<file path="config.mk">
export PLATFORM = sky130hd
export DESIGN_NAME = audio_peak_led_envelope_flat
export DESIGN_NICKNAME = d
export VERILOG_FILES = /design/src/hw/rtl/apled_pkg.sv /design/src/hw/rtl/apled_if.sv /design/src/hw/rtl/audio_peak_led_envelope.sv /design/src/hw/rtl/apled_regs.sv /design/src/hw/rtl/apled_in_stage.sv /design/src/hw/rtl/apled_core.sv /design/src/flat_wrapper.sv
export VERILOG_INCLUDE_DIRS = /design/src /design/src/hw/rtl
export SDC_FILE = /design/constraint.sdc
export NUM_CORES = 1
export LEC_CHECK = 0
export ABC_AREA = 1
export BUFFER_PORTS_ARGS = -buffer_cell sky130_fd_sc_hd__buf_2
export CELL_PAD_IN_SITES_DETAIL_PLACEMENT = 0
export CELL_PAD_IN_SITES_GLOBAL_PLACEMENT = 1
export CORE_MARGIN = 1
export CORE_UTILIZATION = 39
export DETAILED_ROUTE_END_ITERATION = 8
export HOLD_SLACK_MARGIN = 0.15
export MAX_ROUTING_LAYER = met4
export PLACE_DENSITY = 0.81
export SETUP_SLACK_MARGIN = 0.3
export SKIP_LAST_GASP = 1
export SLEW_MARGIN = 20
export SYNTH_ARGS = -nofsm -noshare
export SYNTH_HDL_FRONTEND = slang
export SYNTH_SLANG_ARGS = --single-unit
</file>
<file path="constraint.sdc">
create_clock -name clk -period 9.1 [get_ports clk]
set_input_delay 0 -clock clk [delete_from_list [all_inputs] [get_ports clk]]
set_output_delay 0 -clock clk [all_outputs]
set_load 0.01 [all_outputs]
</file>
<file path="src/hw/rtl/audio_peak_led_envelope_macros.svh">
// Assertion macros shared by the envelope follower RTL.
// Each macro checks a clocked implication on clk with rst as disable.
`ifndef AUDIO_PEAK_LED_ENVELOPE_MACROS_SVH
`define AUDIO_PEAK_LED_ENVELOPE_MACROS_SVH

// Consequent holds in the same cycle as the antecedent.
`define APLED_ASSERT_SAME(lbl, ante, cons, msg) \
  lbl: assert property (@(posedge clk) disable iff (rst) (ante) |-> (cons)) \
    else $error(msg);

// Consequent holds in the cycle after the antecedent.
`define APLED_ASSERT_NEXT(lbl, ante, cons, msg) \
  lbl: assert property (@(posedge clk) disable iff (rst) (ante) |=> (cons)) \
    else $error(msg);

`endif

</file>
<file path="src/hw/rtl/apled_pkg.sv">
// Package for the audio peak LED envelope follower.
// Holds item codes, register indexes and shared structs; no dependencies.
`timescale 1ns / 1ps

package apled_pkg;

  localparam logic [1:0] MODE_PEAK  = 2'd0;
  localparam logic [1:0] MODE_CLEAR = 2'd1;
  localparam logic [1:0] MODE_TICK  = 2'd2;

  localparam logic [1:0] REG_DECAY_STEP     = 2'd0;
  localparam logic [1:0] REG_MAX_BRIGHTNESS = 2'd1;
  localparam logic [1:0] REG_ACTIVE_LOW     = 2'd2;

  localparam logic [7:0] DECAY_STEP_RESET     = 8'd4;
  localparam logic [7:0] MAX_BRIGHTNESS_RESET = 8'd255;

  typedef struct packed {
    logic [7:0] decay_step;
    logic [7:0] max_brightness;
    logic       active_low;
  } cfg_t;

  typedef struct packed {
    logic [1:0]  mode;
    logic [15:0] peak_level;
  } item_t;

  typedef struct packed {
    logic  valid;
    item_t item;
  } stage_t;

  typedef struct packed {
    logic [7:0] brightness;
    logic [7:0] envelope_level;
    logic       modulator_enable;
    logic [7:0] density_target;
    logic       pin_level;
    logic       capture_armed_out;
  } result_t;

endpackage

</file>
<file path="src/hw/rtl/apled_if.sv">
// Stream interfaces for the input items and the result items.
// Standalone; carries valid, ready and the payload fields.
`timescale 1ns / 1ps

interface apled_in_if;
  logic        valid;
  logic        ready;
  logic [1:0]  mode;
  logic [15:0] peak_level;

  modport source(output valid, mode, peak_level, input ready);
  modport sink(input valid, mode, peak_level, output ready);
endinterface

interface apled_out_if;
  logic       valid;
  logic       ready;
  logic [7:0] brightness;
  logic [7:0] envelope_level;
  logic       modulator_enable;
  logic [7:0] density_target;
  logic       pin_level;
  logic       capture_armed_out;

  modport source(output valid, brightness, envelope_level, modulator_enable,
                 density_target, pin_level, capture_armed_out, input ready);
  modport sink(input valid, brightness, envelope_level, modulator_enable,
               density_target, pin_level, capture_armed_out, output ready);
endinterface

</file>
<file path="src/hw/rtl/audio_peak_led_envelope.sv">
// Top level of the audio peak LED envelope follower.
// Instantiates apled_regs, apled_in_stage and apled_core; uses apled_pkg and apled_if.
//
//   channel  | direction | handshake     | payload
//   sample   | in        | valid/ready   | mode, peak_level
//   result   | out       | valid/ready   | brightness, envelope_level, modulator_enable,
//            |           |               | density_target, pin_level, capture_armed_out
//   apb      | in        | psel/penable  | paddr, pwdata, prdata (pready tied high)
//
// One beat per cycle sustained while the result channel is ready; a result passes through
// the input register and then the result register, with the combinational update
// between them.
// Reset is synchronous and active high; it restores register defaults and the state.
// A stalled result register holds its beat while the input register still takes one
// more; the sample channel then waits until the result is taken.
`timescale 1ns / 1ps

module audio_peak_led_envelope
  import apled_pkg::*;
(
  input  logic        clk,
  input  logic        rst,
  input  logic        psel,
  input  logic        penable,
  input  logic        pwrite,
  input  logic [3:0]  paddr,
  input  logic [31:0] pwdata,
  output logic [31:0] prdata,
  output logic        pready,
  apled_in_if.sink    sample,
  apled_out_if.source result
);

  cfg_t   cfg;
  stage_t stage;
  logic   advance;

  apled_regs u_regs (
    .clk     (clk),
    .rst     (rst),
    .psel    (psel),
    .penable (penable),
    .pwrite  (pwrite),
    .paddr   (paddr),
    .pwdata  (pwdata),
    .prdata  (prdata),
    .pready  (pready),
    .cfg     (cfg)
  );

  apled_in_stage u_in_stage (
    .clk     (clk),
    .rst     (rst),
    .sample  (sample),
    .advance (advance),
    .stage   (stage)
  );

  apled_core u_core (
    .clk     (clk),
    .rst     (rst),
    .cfg     (cfg),
    .stage   (stage),
    .advance (advance),
    .result  (result)
  );

endmodule

</file>
<file path="src/hw/rtl/apled_regs.sv">
// APB-style configuration registers of the envelope follower.
// Uses apled_pkg for the register indexes and the cfg_t struct.
`timescale 1ns / 1ps

module apled_regs
  import apled_pkg::*;
(
  input  logic        clk,
  input  logic        rst,
  input  logic        psel,
  input  logic        penable,
  input  logic        pwrite,
  input  logic [3:0]  paddr,
  input  logic [31:0] pwdata,
  output logic [31:0] prdata,
  output logic        pready,
  output cfg_t        cfg
);

  logic       wr_en;
  logic [1:0] reg_index;

  assign pready    = 1'b1;
  assign reg_index = paddr[3:2];
  assign wr_en     = psel && penable && pwrite && pready;

  always_ff @(posedge clk) begin
    if (rst) begin
      cfg.decay_step     <= DECAY_STEP_RESET;
      cfg.max_brightness <= MAX_BRIGHTNESS_RESET;
      cfg.active_low     <= 1'b0;
    end else if (wr_en) begin
      unique case (reg_index)
        REG_DECAY_STEP:     cfg.decay_step     <= pwdata[7:0];
        REG_MAX_BRIGHTNESS: cfg.max_brightness <= pwdata[7:0];
        REG_ACTIVE_LOW:     cfg.active_low     <= pwdata[0];
        default: ;
      endcase
    end
  end

  always_comb begin
    unique case (reg_index)
      REG_DECAY_STEP:     prdata = {24'd0, cfg.decay_step};
      REG_MAX_BRIGHTNESS: prdata = {24'd0, cfg.max_brightness};
      REG_ACTIVE_LOW:     prdata = {31'd0, cfg.active_low};
      default:            prdata = 32'd0;
    endcase
  end

endmodule

</file>
<file path="src/hw/rtl/apled_in_stage.sv">
// Input register of the envelope follower: holds one accepted beat.
// Uses apled_pkg and the apled_in_if interface.
`timescale 1ns / 1ps

module apled_in_stage
  import apled_pkg::*;
(
  input  logic      clk,
  input  logic      rst,
  apled_in_if.sink  sample,
  input  logic      advance,
  output stage_t    stage
);

  logic take;

  assign sample.ready = !stage.valid || advance;
  assign take         = sample.valid && sample.ready;

  always_ff @(posedge clk) begin
    if (rst) begin
      stage.valid <= 1'b0;
    end else if (take) begin
      stage.valid <= 1'b1;
    end else if (advance) begin
      stage.valid <= 1'b0;
    end
    if (take) begin
      stage.item.mode       <= sample.mode;
      stage.item.peak_level <= sample.peak_level;
    end
  end

endmodule

</file>
<file path="src/hw/rtl/apled_core.sv">
// Envelope state update and result register of the envelope follower.
// Uses apled_pkg, apled_out_if and the assertion macros header.
`timescale 1ns / 1ps
`include "audio_peak_led_envelope_macros.svh"

module apled_core
  import apled_pkg::*;
(
  input  logic        clk,
  input  logic        rst,
  input  cfg_t        cfg,
  input  stage_t      stage,
  output logic        advance,
  apled_out_if.source result
);

  logic [15:0] pending_peak, pending_peak_next;
  logic        reset_request, reset_request_next;
  logic        capture_armed, capture_armed_next;
  logic [7:0]  envelope, envelope_next;
  logic [7:0]  applied_brightness, applied_brightness_next;

  logic        res_valid;
  result_t     res_data, res_data_next;

  logic [23:0] peak_scaled;
  logic [24:0] peak_round;
  logic [8:0]  target_wide;
  logic [7:0]  target;
  logic [7:0]  env_base;
  logic [7:0]  env_rel;
  logic [7:0]  env_tick;
  logic [15:0] scale_mult;
  logic [16:0] scale_sum;
  logic [16:0] scale_quot;
  logic [7:0]  bright_tick;
  logic        modulate;

  assign advance = stage.valid && (!res_valid || result.ready);

  always_comb begin
    peak_scaled = {pending_peak, 8'd0} - {8'd0, pending_peak};
    peak_round  = {1'b0, peak_scaled} + 25'd16384;
    target_wide = peak_round[23:15];
    target      = target_wide[8] ? 8'hFF : target_wide[7:0];

    env_base = reset_request ? 8'd0 : envelope;
    env_rel  = (env_base > cfg.decay_step) ? (env_base - cfg.decay_step) : 8'd0;
    if (target >= env_base) begin
      env_tick = target;
    end else begin
      env_tick = (env_rel > target) ? env_rel : target;
    end

    scale_mult  = {8'd0, env_tick} * {8'd0, cfg.max_brightness};
    scale_sum   = {1'b0, scale_mult} + 17'd127;
    scale_quot  = scale_sum + 17'd1 + {8'd0, scale_sum[16:8]};
    bright_tick = scale_quot[15:8];
  end

  always_comb begin
    pending_peak_next       = pending_peak;
    reset_request_next      = reset_request;
    capture_armed_next      = capture_armed;
    envelope_next           = envelope;
    applied_brightness_next = applied_brightness;
    if (advance) begin
      unique case (stage.item.mode)
        MODE_PEAK: begin
          if (capture_armed) begin
            if (stage.item.peak_level > pending_peak) begin
              pending_peak_next = stage.item.peak_level;
            end
            capture_armed_next = 1'b0;
          end
        end
        MODE_CLEAR: begin
          pending_peak_next  = 16'd0;
          reset_request_next = 1'b1;
        end
        MODE_TICK: begin
          pending_peak_next       = 16'd0;
          reset_request_next      = 1'b0;
          capture_armed_next      = cfg.max_brightness != 8'd0;
          envelope_next           = env_tick;
          applied_brightness_next = bright_tick;
        end
        default: ;
      endcase
    end
  end

  always_comb begin
    modulate = (applied_brightness_next != 8'd0) && (applied_brightness_next != 8'hFF);
    res_data_next.brightness        = applied_brightness_next;
    res_data_next.envelope_level    = envelope_next;
    res_data_next.modulator_enable  = modulate;
    res_data_next.capture_armed_out = capture_armed_next;
    if (modulate) begin
      res_data_next.density_target = cfg.active_low ? (8'd0 - applied_brightness_next)
                                                    : applied_brightness_next;
      res_data_next.pin_level      = 1'b0;
    end else begin
      res_data_next.density_target = 8'd0;
      res_data_next.pin_level      = cfg.active_low ^ (applied_brightness_next != 8'd0);
    end
  end

  always_ff @(posedge clk) begin
    if (rst) begin
      pending_peak       <= 16'd0;
      reset_request      <= 1'b0;
      capture_armed      <= 1'b1;
      envelope           <= 8'd0;
      applied_brightness <= 8'd0;
      res_valid          <= 1'b0;
    end else begin
      pending_peak       <= pending_peak_next;
      reset_request      <= reset_request_next;
      capture_armed      <= capture_armed_next;
      envelope           <= envelope_next;
      applied_brightness <= applied_brightness_next;
      if (advance) begin
        res_valid <= 1'b1;
      end else if (result.ready) begin
        res_valid <= 1'b0;
      end
    end
  end

  always_ff @(posedge clk) begin
    if (advance) begin
      res_data <= res_data_next;
    end
  end

  assign result.valid             = res_valid;
  assign result.brightness        = res_data.brightness;
  assign result.envelope_level    = res_data.envelope_level;
  assign result.modulator_enable  = res_data.modulator_enable;
  assign result.density_target    = res_data.density_target;
  assign result.pin_level         = res_data.pin_level;
  assign result.capture_armed_out = res_data.capture_armed_out;

  `APLED_ASSERT_NEXT(a_tick_rearms, advance && (stage.item.mode == MODE_TICK) && (cfg.max_brightness != 8'd0), capture_armed, "tick with nonzero maximum did not re-arm capture")
  `APLED_ASSERT_NEXT(a_peak_disarms, advance && (stage.item.mode == MODE_PEAK), !capture_armed, "peak beat left capture armed")
  `APLED_ASSERT_NEXT(a_env_idle_hold, !advance, $stable(envelope) && $stable(pending_peak), "state changed without a beat")
  `APLED_ASSERT_NEXT(a_dark_at_zero_max, advance && (stage.item.mode == MODE_TICK) && (cfg.max_brightness == 8'd0), applied_brightness == 8'd0, "zero maximum gave nonzero brightness")
  `APLED_ASSERT_SAME(a_stall_blocks, stage.valid && res_valid && !result.ready, !advance, "stage advanced into an occupied result register")

endmodule

</file>
<file path="src/flat_wrapper.sv">
// flat-port wrapper written by rule: the top's interface ports become plain ports
module audio_peak_led_envelope_flat import apled_pkg::*;
  (clk, rst, psel, penable, pwrite, paddr, pwdata, prdata, pready, sample_valid, sample_mode, sample_peak_level, sample_ready, result_valid, result_brightness, result_envelope_level, result_modulator_enable, result_density_target, result_pin_level, result_capture_armed_out, result_ready);
  apled_in_if sample_i ();
  apled_out_if result_i ();
  input  logic clk;
  input  logic rst;
  input  logic psel;
  input  logic penable;
  input  logic pwrite;
  input  logic [3:0] paddr;
  input  logic [31:0] pwdata;
  output logic [31:0] prdata;
  output logic pready;
  input wire logic [$bits(sample_i.valid)-1:0] sample_valid;
  input wire logic [$bits(sample_i.mode)-1:0] sample_mode;
  input wire logic [$bits(sample_i.peak_level)-1:0] sample_peak_level;
  output wire logic [$bits(sample_i.ready)-1:0] sample_ready;
  output wire logic [$bits(result_i.valid)-1:0] result_valid;
  output wire logic [$bits(result_i.brightness)-1:0] result_brightness;
  output wire logic [$bits(result_i.envelope_level)-1:0] result_envelope_level;
  output wire logic [$bits(result_i.modulator_enable)-1:0] result_modulator_enable;
  output wire logic [$bits(result_i.density_target)-1:0] result_density_target;
  output wire logic [$bits(result_i.pin_level)-1:0] result_pin_level;
  output wire logic [$bits(result_i.capture_armed_out)-1:0] result_capture_armed_out;
  input wire logic [$bits(result_i.ready)-1:0] result_ready;
  assign sample_i.valid = sample_valid;
  assign sample_i.mode = sample_mode;
  assign sample_i.peak_level = sample_peak_level;
  assign sample_ready = sample_i.ready;
  assign result_valid = result_i.valid;
  assign result_brightness = result_i.brightness;
  assign result_envelope_level = result_i.envelope_level;
  assign result_modulator_enable = result_i.modulator_enable;
  assign result_density_target = result_i.density_target;
  assign result_pin_level = result_i.pin_level;
  assign result_capture_armed_out = result_i.capture_armed_out;
  assign result_i.ready = result_ready;
  audio_peak_led_envelope u_core (.clk(clk), .rst(rst), .psel(psel), .penable(penable), .pwrite(pwrite), .paddr(paddr), .pwdata(pwdata), .prdata(prdata), .pready(pready), .sample(sample_i), .result(result_i));
endmodule
</file>
======== Yosys cells after proc, flatten, opt, wreduce, memory -nomap -nowiden ========
Cells that the tools add are included.
word-level totals
  bits in registers ....................... 98
  bits of input ports ..................... 61
  output and inout bits ................... 62
  word-level logic and storage cells ...... 82
cells by class
  $add $sub $neg .......................... 7
  multiply operators ...................... 1
  $lt $le $gt $ge ......................... 4
  eq/ne operators ......................... 7
  multiplexer cells ....................... 21
  bitwise operators ....................... 1
  reduce and logical (&&, ||, !) cells .... 23
operators by type and width
  operator                count
  $mux 8                  10
  $mux 16                 2
  $pmux 16 s2             1
  $add 24x15->24 const B  1
  $pmux 8 s3              1
  $sub 24x16->24          1
  $add 16x7->17 const B   1
  $add 16x1->16 const B   1
  $add 16x9->16           1
  $gt 16x16->1            1
  $gt 8x8->1              2
  $mul 8x8->16            1
  $reduce_bool 8->1       2
  $ge 8x8->1              1
  $ne 8x8->1 const B      1
  $reduce_and 2->1        4
  $reduce_bool 2->1       4
  $sub 1x8->8 const A     1
  $sub 8x8->8             1
  $logic_and 1x1->1       5
  $mux 1                  5
  $eq 2x1->1 const B      2
  $eq 2x2->1 const B      2
  $logic_not 2->1         2
  other kinds (7)         11

======== Logic depth before layout (Yosys ltp) ========
  depth in word-level cells ............... 14
  mapped depth ............................ 71
  gate-level depth less buffers ........... 70

======== Hierarchy ========
A second synthesis with hierarchy kept.
unflattened totals
  cell total of the unflattened synthesis .. 1269
  area, all modules ....................... 9330.2 um^2
modules (own cells, without submodules)
  module          instances  cells each  area each (um^2)  sequential area each (um^2)
  apled_core      1          1107        7752.4            1511.4
  apled_regs      1          138         989.7             340.3
  apled_in_stage  1          24          588.1             560.5

======== Least setup slack after synthesis ========
OpenSTA, ideal clock, no wires.
  path type ............................... register -> register
  start ................................... register u_core.u_core.pending_peak[12]
  end ..................................... register u_core.u_core.res_data (netlist bit u_core.u_core.result.density_target[7]), data pin
  setup time .............................. 0.250 ns
  arrival ................................. 8.954 ns
  data required time ...................... 8.850 ns
  setup slack ............................. -0.104 ns
  cell stages (with the launch flop) ...... 65
  buffers on the path ..................... 1
  period minus slack after synthesis ...... 9.204 ns
  path through ............................ dfxtp_1 -> inv_1 -> ha_1 -> ha_1 -> nand2_1 -> nor2_1 -> nand2_1 -> nand3_1 -> inv_1 -> nand2_1 -> a21oi_1 -> inv_1 -> nand3_1 -> nand2_1 -> inv_1 -> o21bai_1 -> nor2_1 -> nor2_1 -> (+29 left out) -> nand2_1 -> nor2_1 -> nand2_1 -> nor2_1 -> nand2_1 -> nand3_1 -> nand2_1 -> nand3_1 -> nand2_1 -> inv_1 -> ha_1 -> nand3_1 -> nor2_4 -> nand3_4 -> nor2_2 -> nor2_2 -> nand2_1 -> nor2_1
on the way
  cells in the longest elaborated chain, start to end .. 14
  elaborated cells between the ends (all ways) .. 18
  classes of those cells .................. add/sub (6); mul (1); order compare (2); eq/ne (1); mux (6); reduce/logical (2)
ends and longest elaborated chain
  element                                          RTL line           text
  start, declared                                  apled_core.sv:17   logic [15:0] pending_peak, pending_peak_next;
  start signal, assigned                           apled_core.sv:118  pending_peak <= pending_peak_next;
  $sub 24x16->24 *                                 apled_core.sv:42   peak_scaled = {pending_peak, 8'd0} - {8'd0, pending_peak};
  $add 24x15->24 *                                 apled_core.sv:43   peak_round = {1'b0, peak_scaled} + 25'd16384;
  $mux 8 *                                         apled_core.sv:45   target = target_wide[8] ? 8'hFF : target_wide[7:0];
  $gt 8x8->1                                       apled_core.sv:52   env_tick = (env_rel > target) ? env_rel : target;
  $mux 8                                           apled_core.sv:52
  $mux 8 *                                         apled_core.sv:49   if (target >= env_base) begin
  $mul 8x8->16 *                                   apled_core.sv:55   scale_mult = {8'd0, env_tick} * {8'd0, cfg.max_brightness};
  $add 16x7->17 *                                  apled_core.sv:56   scale_sum = {1'b0, scale_mult} + 17'd127;
  $add 16x1->16                                    apled_core.sv:57   scale_quot = scale_sum + 17'd1 + {8'd0, scale_sum[16:8]};
  $add 16x9->16 *                                  apled_core.sv:57
  $mux 8 *                                         apled_core.sv:68   unique case (stage.item.mode)
  $mux 8 *                                         apled_core.sv:67   if (advance) begin
  via u_core.u_core.applied_brightness_next[1]     apled_core.sv:21   logic [7:0] applied_brightness, applied_brightness_next;
  $ne 8x8->1 or $reduce_bool 8->1 (tied branches)  apled_core.sv:94   modulate = (applied_brightness_next != 8'd0) && (applied_brightness_next != 8'hFF);
  $logic_and 1x1->1 *                              apled_core.sv:94
  via u_core.u_core.modulate                       apled_core.sv:37   logic modulate;
  end signal, assigned                             apled_core.sv:133  res_data <= res_data_next;
  end, declared                                    apled_core.sv:24   result_t res_data, res_data_next;
Mark *: on every way through the listed nets, which the timed path passes. The rest lies on a longest branch.
A chain may end at the register's enable or synchronous reset.

======== Final worst setup path ========
  start ................................... register u_core.u_core.pending_peak[6]
  end ..................................... register u_core.u_core.res_data (netlist bit u_core.u_core.result.density_target[7]), data pin
Same word-level chain as after synthesis.

==> flow_summary.json <==
{
  "skew_ns": 0.0148,
  "grt_max_degree": 37,
  "drtIter0Drc": 344,
  "remaining_drc_errors": 0,
  "routed_via_density": 4.79,
  "htree_levels": 3,
  "worst_r2r_path_depth": 67,
  "cp_common_cell": "buf_4",
  "cts_root_buffer": "clkbuf_16",
  "grt_pass1_vias": 9094,
  "grt_pass1_wl_um": 43600,
  "slew_headroom": 0.326,
  "numCtsBuffers": 9,
  "min_path_cells": 3,
  "clk_latency_ns": 0.36,
  "place.gp.congestion": 0.912,
  "worst_pin_slew_ns": 1.00,
  "drt_first_pass_iters": 5,
  "fp.dieW_um": 155,
  "core_um2": 22800,
  "dp_hpwl_um": 20000,
  "synth_edf_count": 45,
  "rsz0062_at_grt": "yes",
  "cp-start-kind": "register",
  "post_drt_wl_per_cell_um": 14.5,
  "synthArstFlopShare": 0,
  "period_minus_slack_ns": 8.94,
  "seq_area_frac_synth": 0.263,
  "drive_gt1_frac": 0.357,
  "synth_area_um2": 9190,
  "grtUsageTotal": 0.234,
  "worstPathMaxFanout": 4,
  "area_delta_synth_final_pct": 45.3,
  "criticalPathCategory": "register to register",
  "n_antenna_cell": 0,
  "die-height_um": 155,
  "slowest_delay_ns": 0.55,
  "yosysUniqueCellTypes": 48,
  "cts_tree": "yes",
  "placedCellCount": 1783,
  "hold_viol": 0,
  "grt-ovfl-total": 0,
  "ys_warn_count": 0,
  "clock_path_buffers": 2,
  "vias": 9035,
  "critPathSlowestCell": "fa_1",
  "fin_cells": 1888,
  "antenna_found_initial": 0,
  "final-max-slew-violation-count": 0,
  "period_share": 0.982,
  "endpoint_kind": "register",
  "arrival_ns": 9.06,
  "syn_area_per_cell_um2": 7.33,
  "setup_violations": 0,
  "max_freq_mhz": 112,
  "worst_ep_required_time_ns": 9.22,
  "cts.sinks": 98,
  "detail-route-antenna-nets": 0,
  "port_buffers": 71,
  "initial_utilization": 0.402,
  "reg2reg_slack_ns": 0.16,
  "drv_cap": 0,
  "die_area_um2": 24200,
  "cts.reportedPaths.clkPinSlew_ns": 0.08,
  "io_pins": 123,
  "ys_ff_latch": 98,
  "hp-class": "primary input to register",
  "syn_inst": 1253,
  "status": "complete, no violations",
  "fin_nets": 1785,
  "fp-row-count": 55,
  "synthFlopType": "dfxtp_1",
  "routed_wl_um": 27300
}
synthesized netlist by cell type, types with 2 or more instances:
cell      count  area, um2
edfxtp_1     45       1350
a211oi_1     19        143
dfxtp_1      53       1060
o21ai_0      27        135
conb_1        2       7.51
a21o_1        2       15.0
nand3_2       2       20.0
a31oi_1       2       12.5
xor2_2        2       32.5
nand3_1      62        310
o211ai_1     10       75.1
buf_2         2       10.0
fa_1         43        861
buf_4        25        188
nor2_1      139        522
inv_2         5       18.8
a21oi_1      76        380
nor3_1        8       40.0
nand4_1      19        119
nand2_2      11       68.8
nor2_2        5       31.3
o21ai_1       5       25.0
o22ai_1       7       43.8
ha_1        111       1390
inv_1       238        893
or2_2         7       43.8
nand3b_1      2       15.0
clkbuf_1     17       63.8
clkinv_1      4       15.0
nor3_2        2       20.0
xor2_1       10       87.6
nand2_1     272       1020
o21bai_1      4       30.0
what timing repair did:
item	CTS	global route
setup endpoints to repair	26	26
pin swaps	96	76
gates cloned	1	0
resized for setup	141	133
hold endpoints to repair	37	0
setup buffers	36	22
hold buffers	30	0
registers in the layout, summed over array words and instances (netlist names):
| register | cells |
|---|---|
| u_core.u_core.capture_armed | 1 |
| u_core.u_core.reset_request | 1 |
| u_core.u_core.result.modulator_enable | 1 |
| u_core.u_core.envelope | 8 |
| u_core.u_regs.cfg | 17 |
| u_core.u_core.result.brightness | 8 |
| u_core.u_core.result.pin_level | 1 |
| u_core.u_core.result.envelope_level | 8 |
| u_core.u_core.pending_peak | 16 |
| u_core.u_core.result.capture_armed_out | 1 |
| u_core.u_core.result.valid | 1 |
| u_core.u_in_stage.stage | 19 |
| u_core.u_core.applied_brightness | 8 |
| u_core.u_core.result.density_target | 8 |
layer usage:
layer  part of all wire  global-route usage  up-vias  routed length (um)
met3              0.035              0.0304       38                 951
li1                   -                   -     4588                   -
met2               0.49               0.395      194               13300
met1               0.46               0.295     4215               12500
met4              0.022              0.0574        0                 599
met5                  0                   -        -                   0
per-stage QoR:
stage / utilization / instance area, um2 / hold WS, ns / worst slack [ns] / setup TNS [ns]
final: 0.584 / 13300 / 0.186 / 0.163 / 0
after global routing: 0.584 / 13300 / 0.213 / -0.284 / -2.39
after CTS: 0.551 / 12600 / 0.184 / 0.187 / 0
after detailed placement: 0.486 / 11100 / 0.178 / -0.417 / -4.04
after global placement: 0.486 / 11100 / 0.179 / -0.311 / -3.02
after floorplan: - / 9370 / 0.0989 / 0.306 / 0
layout by cell type (no fill, tap or decap), drive strengths merged, types with 19 or more instances in the layout:
master / synthesis / layout
nor2: 145 / 145
fa: 43 / 43
inv: 243 / 245
edfxtp: 45 / 45
a211oi: 19 / 19
conb: 2 / 25
ha: 111 / 111
buf: 28 / 297
dfxtp: 53 / 53
o21ai: 32 / 32
nand2: 283 / 284
nand4: 19 / 19
a21oi: 76 / 76
nand3: 65 / 65
dlygate4sd3: 0 / 30
worst max-delay path, delay by kind of cell (launching register included):
family	cells	cell delay (ns)
AOI/OAI and AO/OA	5	0.54
xor gates and xnor gates	1	0.19
adders and majority gates	8	3.11
buffers and inverters	24	2.17
DFF	1	0.34
and+or+nand+nor	29	2.34
cell families (layout without fill, tap and decap cells):
group,after synthesis,in the layout,synth area share
other,2,25,0.000818
flip-flops,98,98,0.263
buffers and inverters,292,590,0.130
adder cells (fa/ha/maj),154,154,0.245
XOR/XNOR,13,13,0.0140
AND/OR/NAND/NOR,534,535,0.246
AO/OA/AOI/OAI,160,160,0.102
cell type report:
class | instances | area (um2)
multi-input cells | 887 | 6840
fillers | 2078 | 9500
clock buffers | 9 | 225
flip-flops and latches | 98 | 2430
inverters | 247 | 955
clock inverters | 7 | 95.1
repair buffers | 327 | 2420
well taps | 313 | 392
final timing paths:
kind                                                    start                                     end
worst max-delay path            u_core.u_core.pending_peak[6]  u_core.u_core.result.density_target[7]
worst min-delay path                                 paddr[3]                    u_core.u_regs.cfg[0]
worst max register to register  u_core.u_core.pending_peak[6]  u_core.u_core.result.density_target[7]
worst min register to register      u_core.u_core.envelope[4]               u_core.u_core.envelope[4]
Power is left out: the tool's default activity adds up to more than one toggle a clock period on the data nets, which glitch-free logic cannot reach.
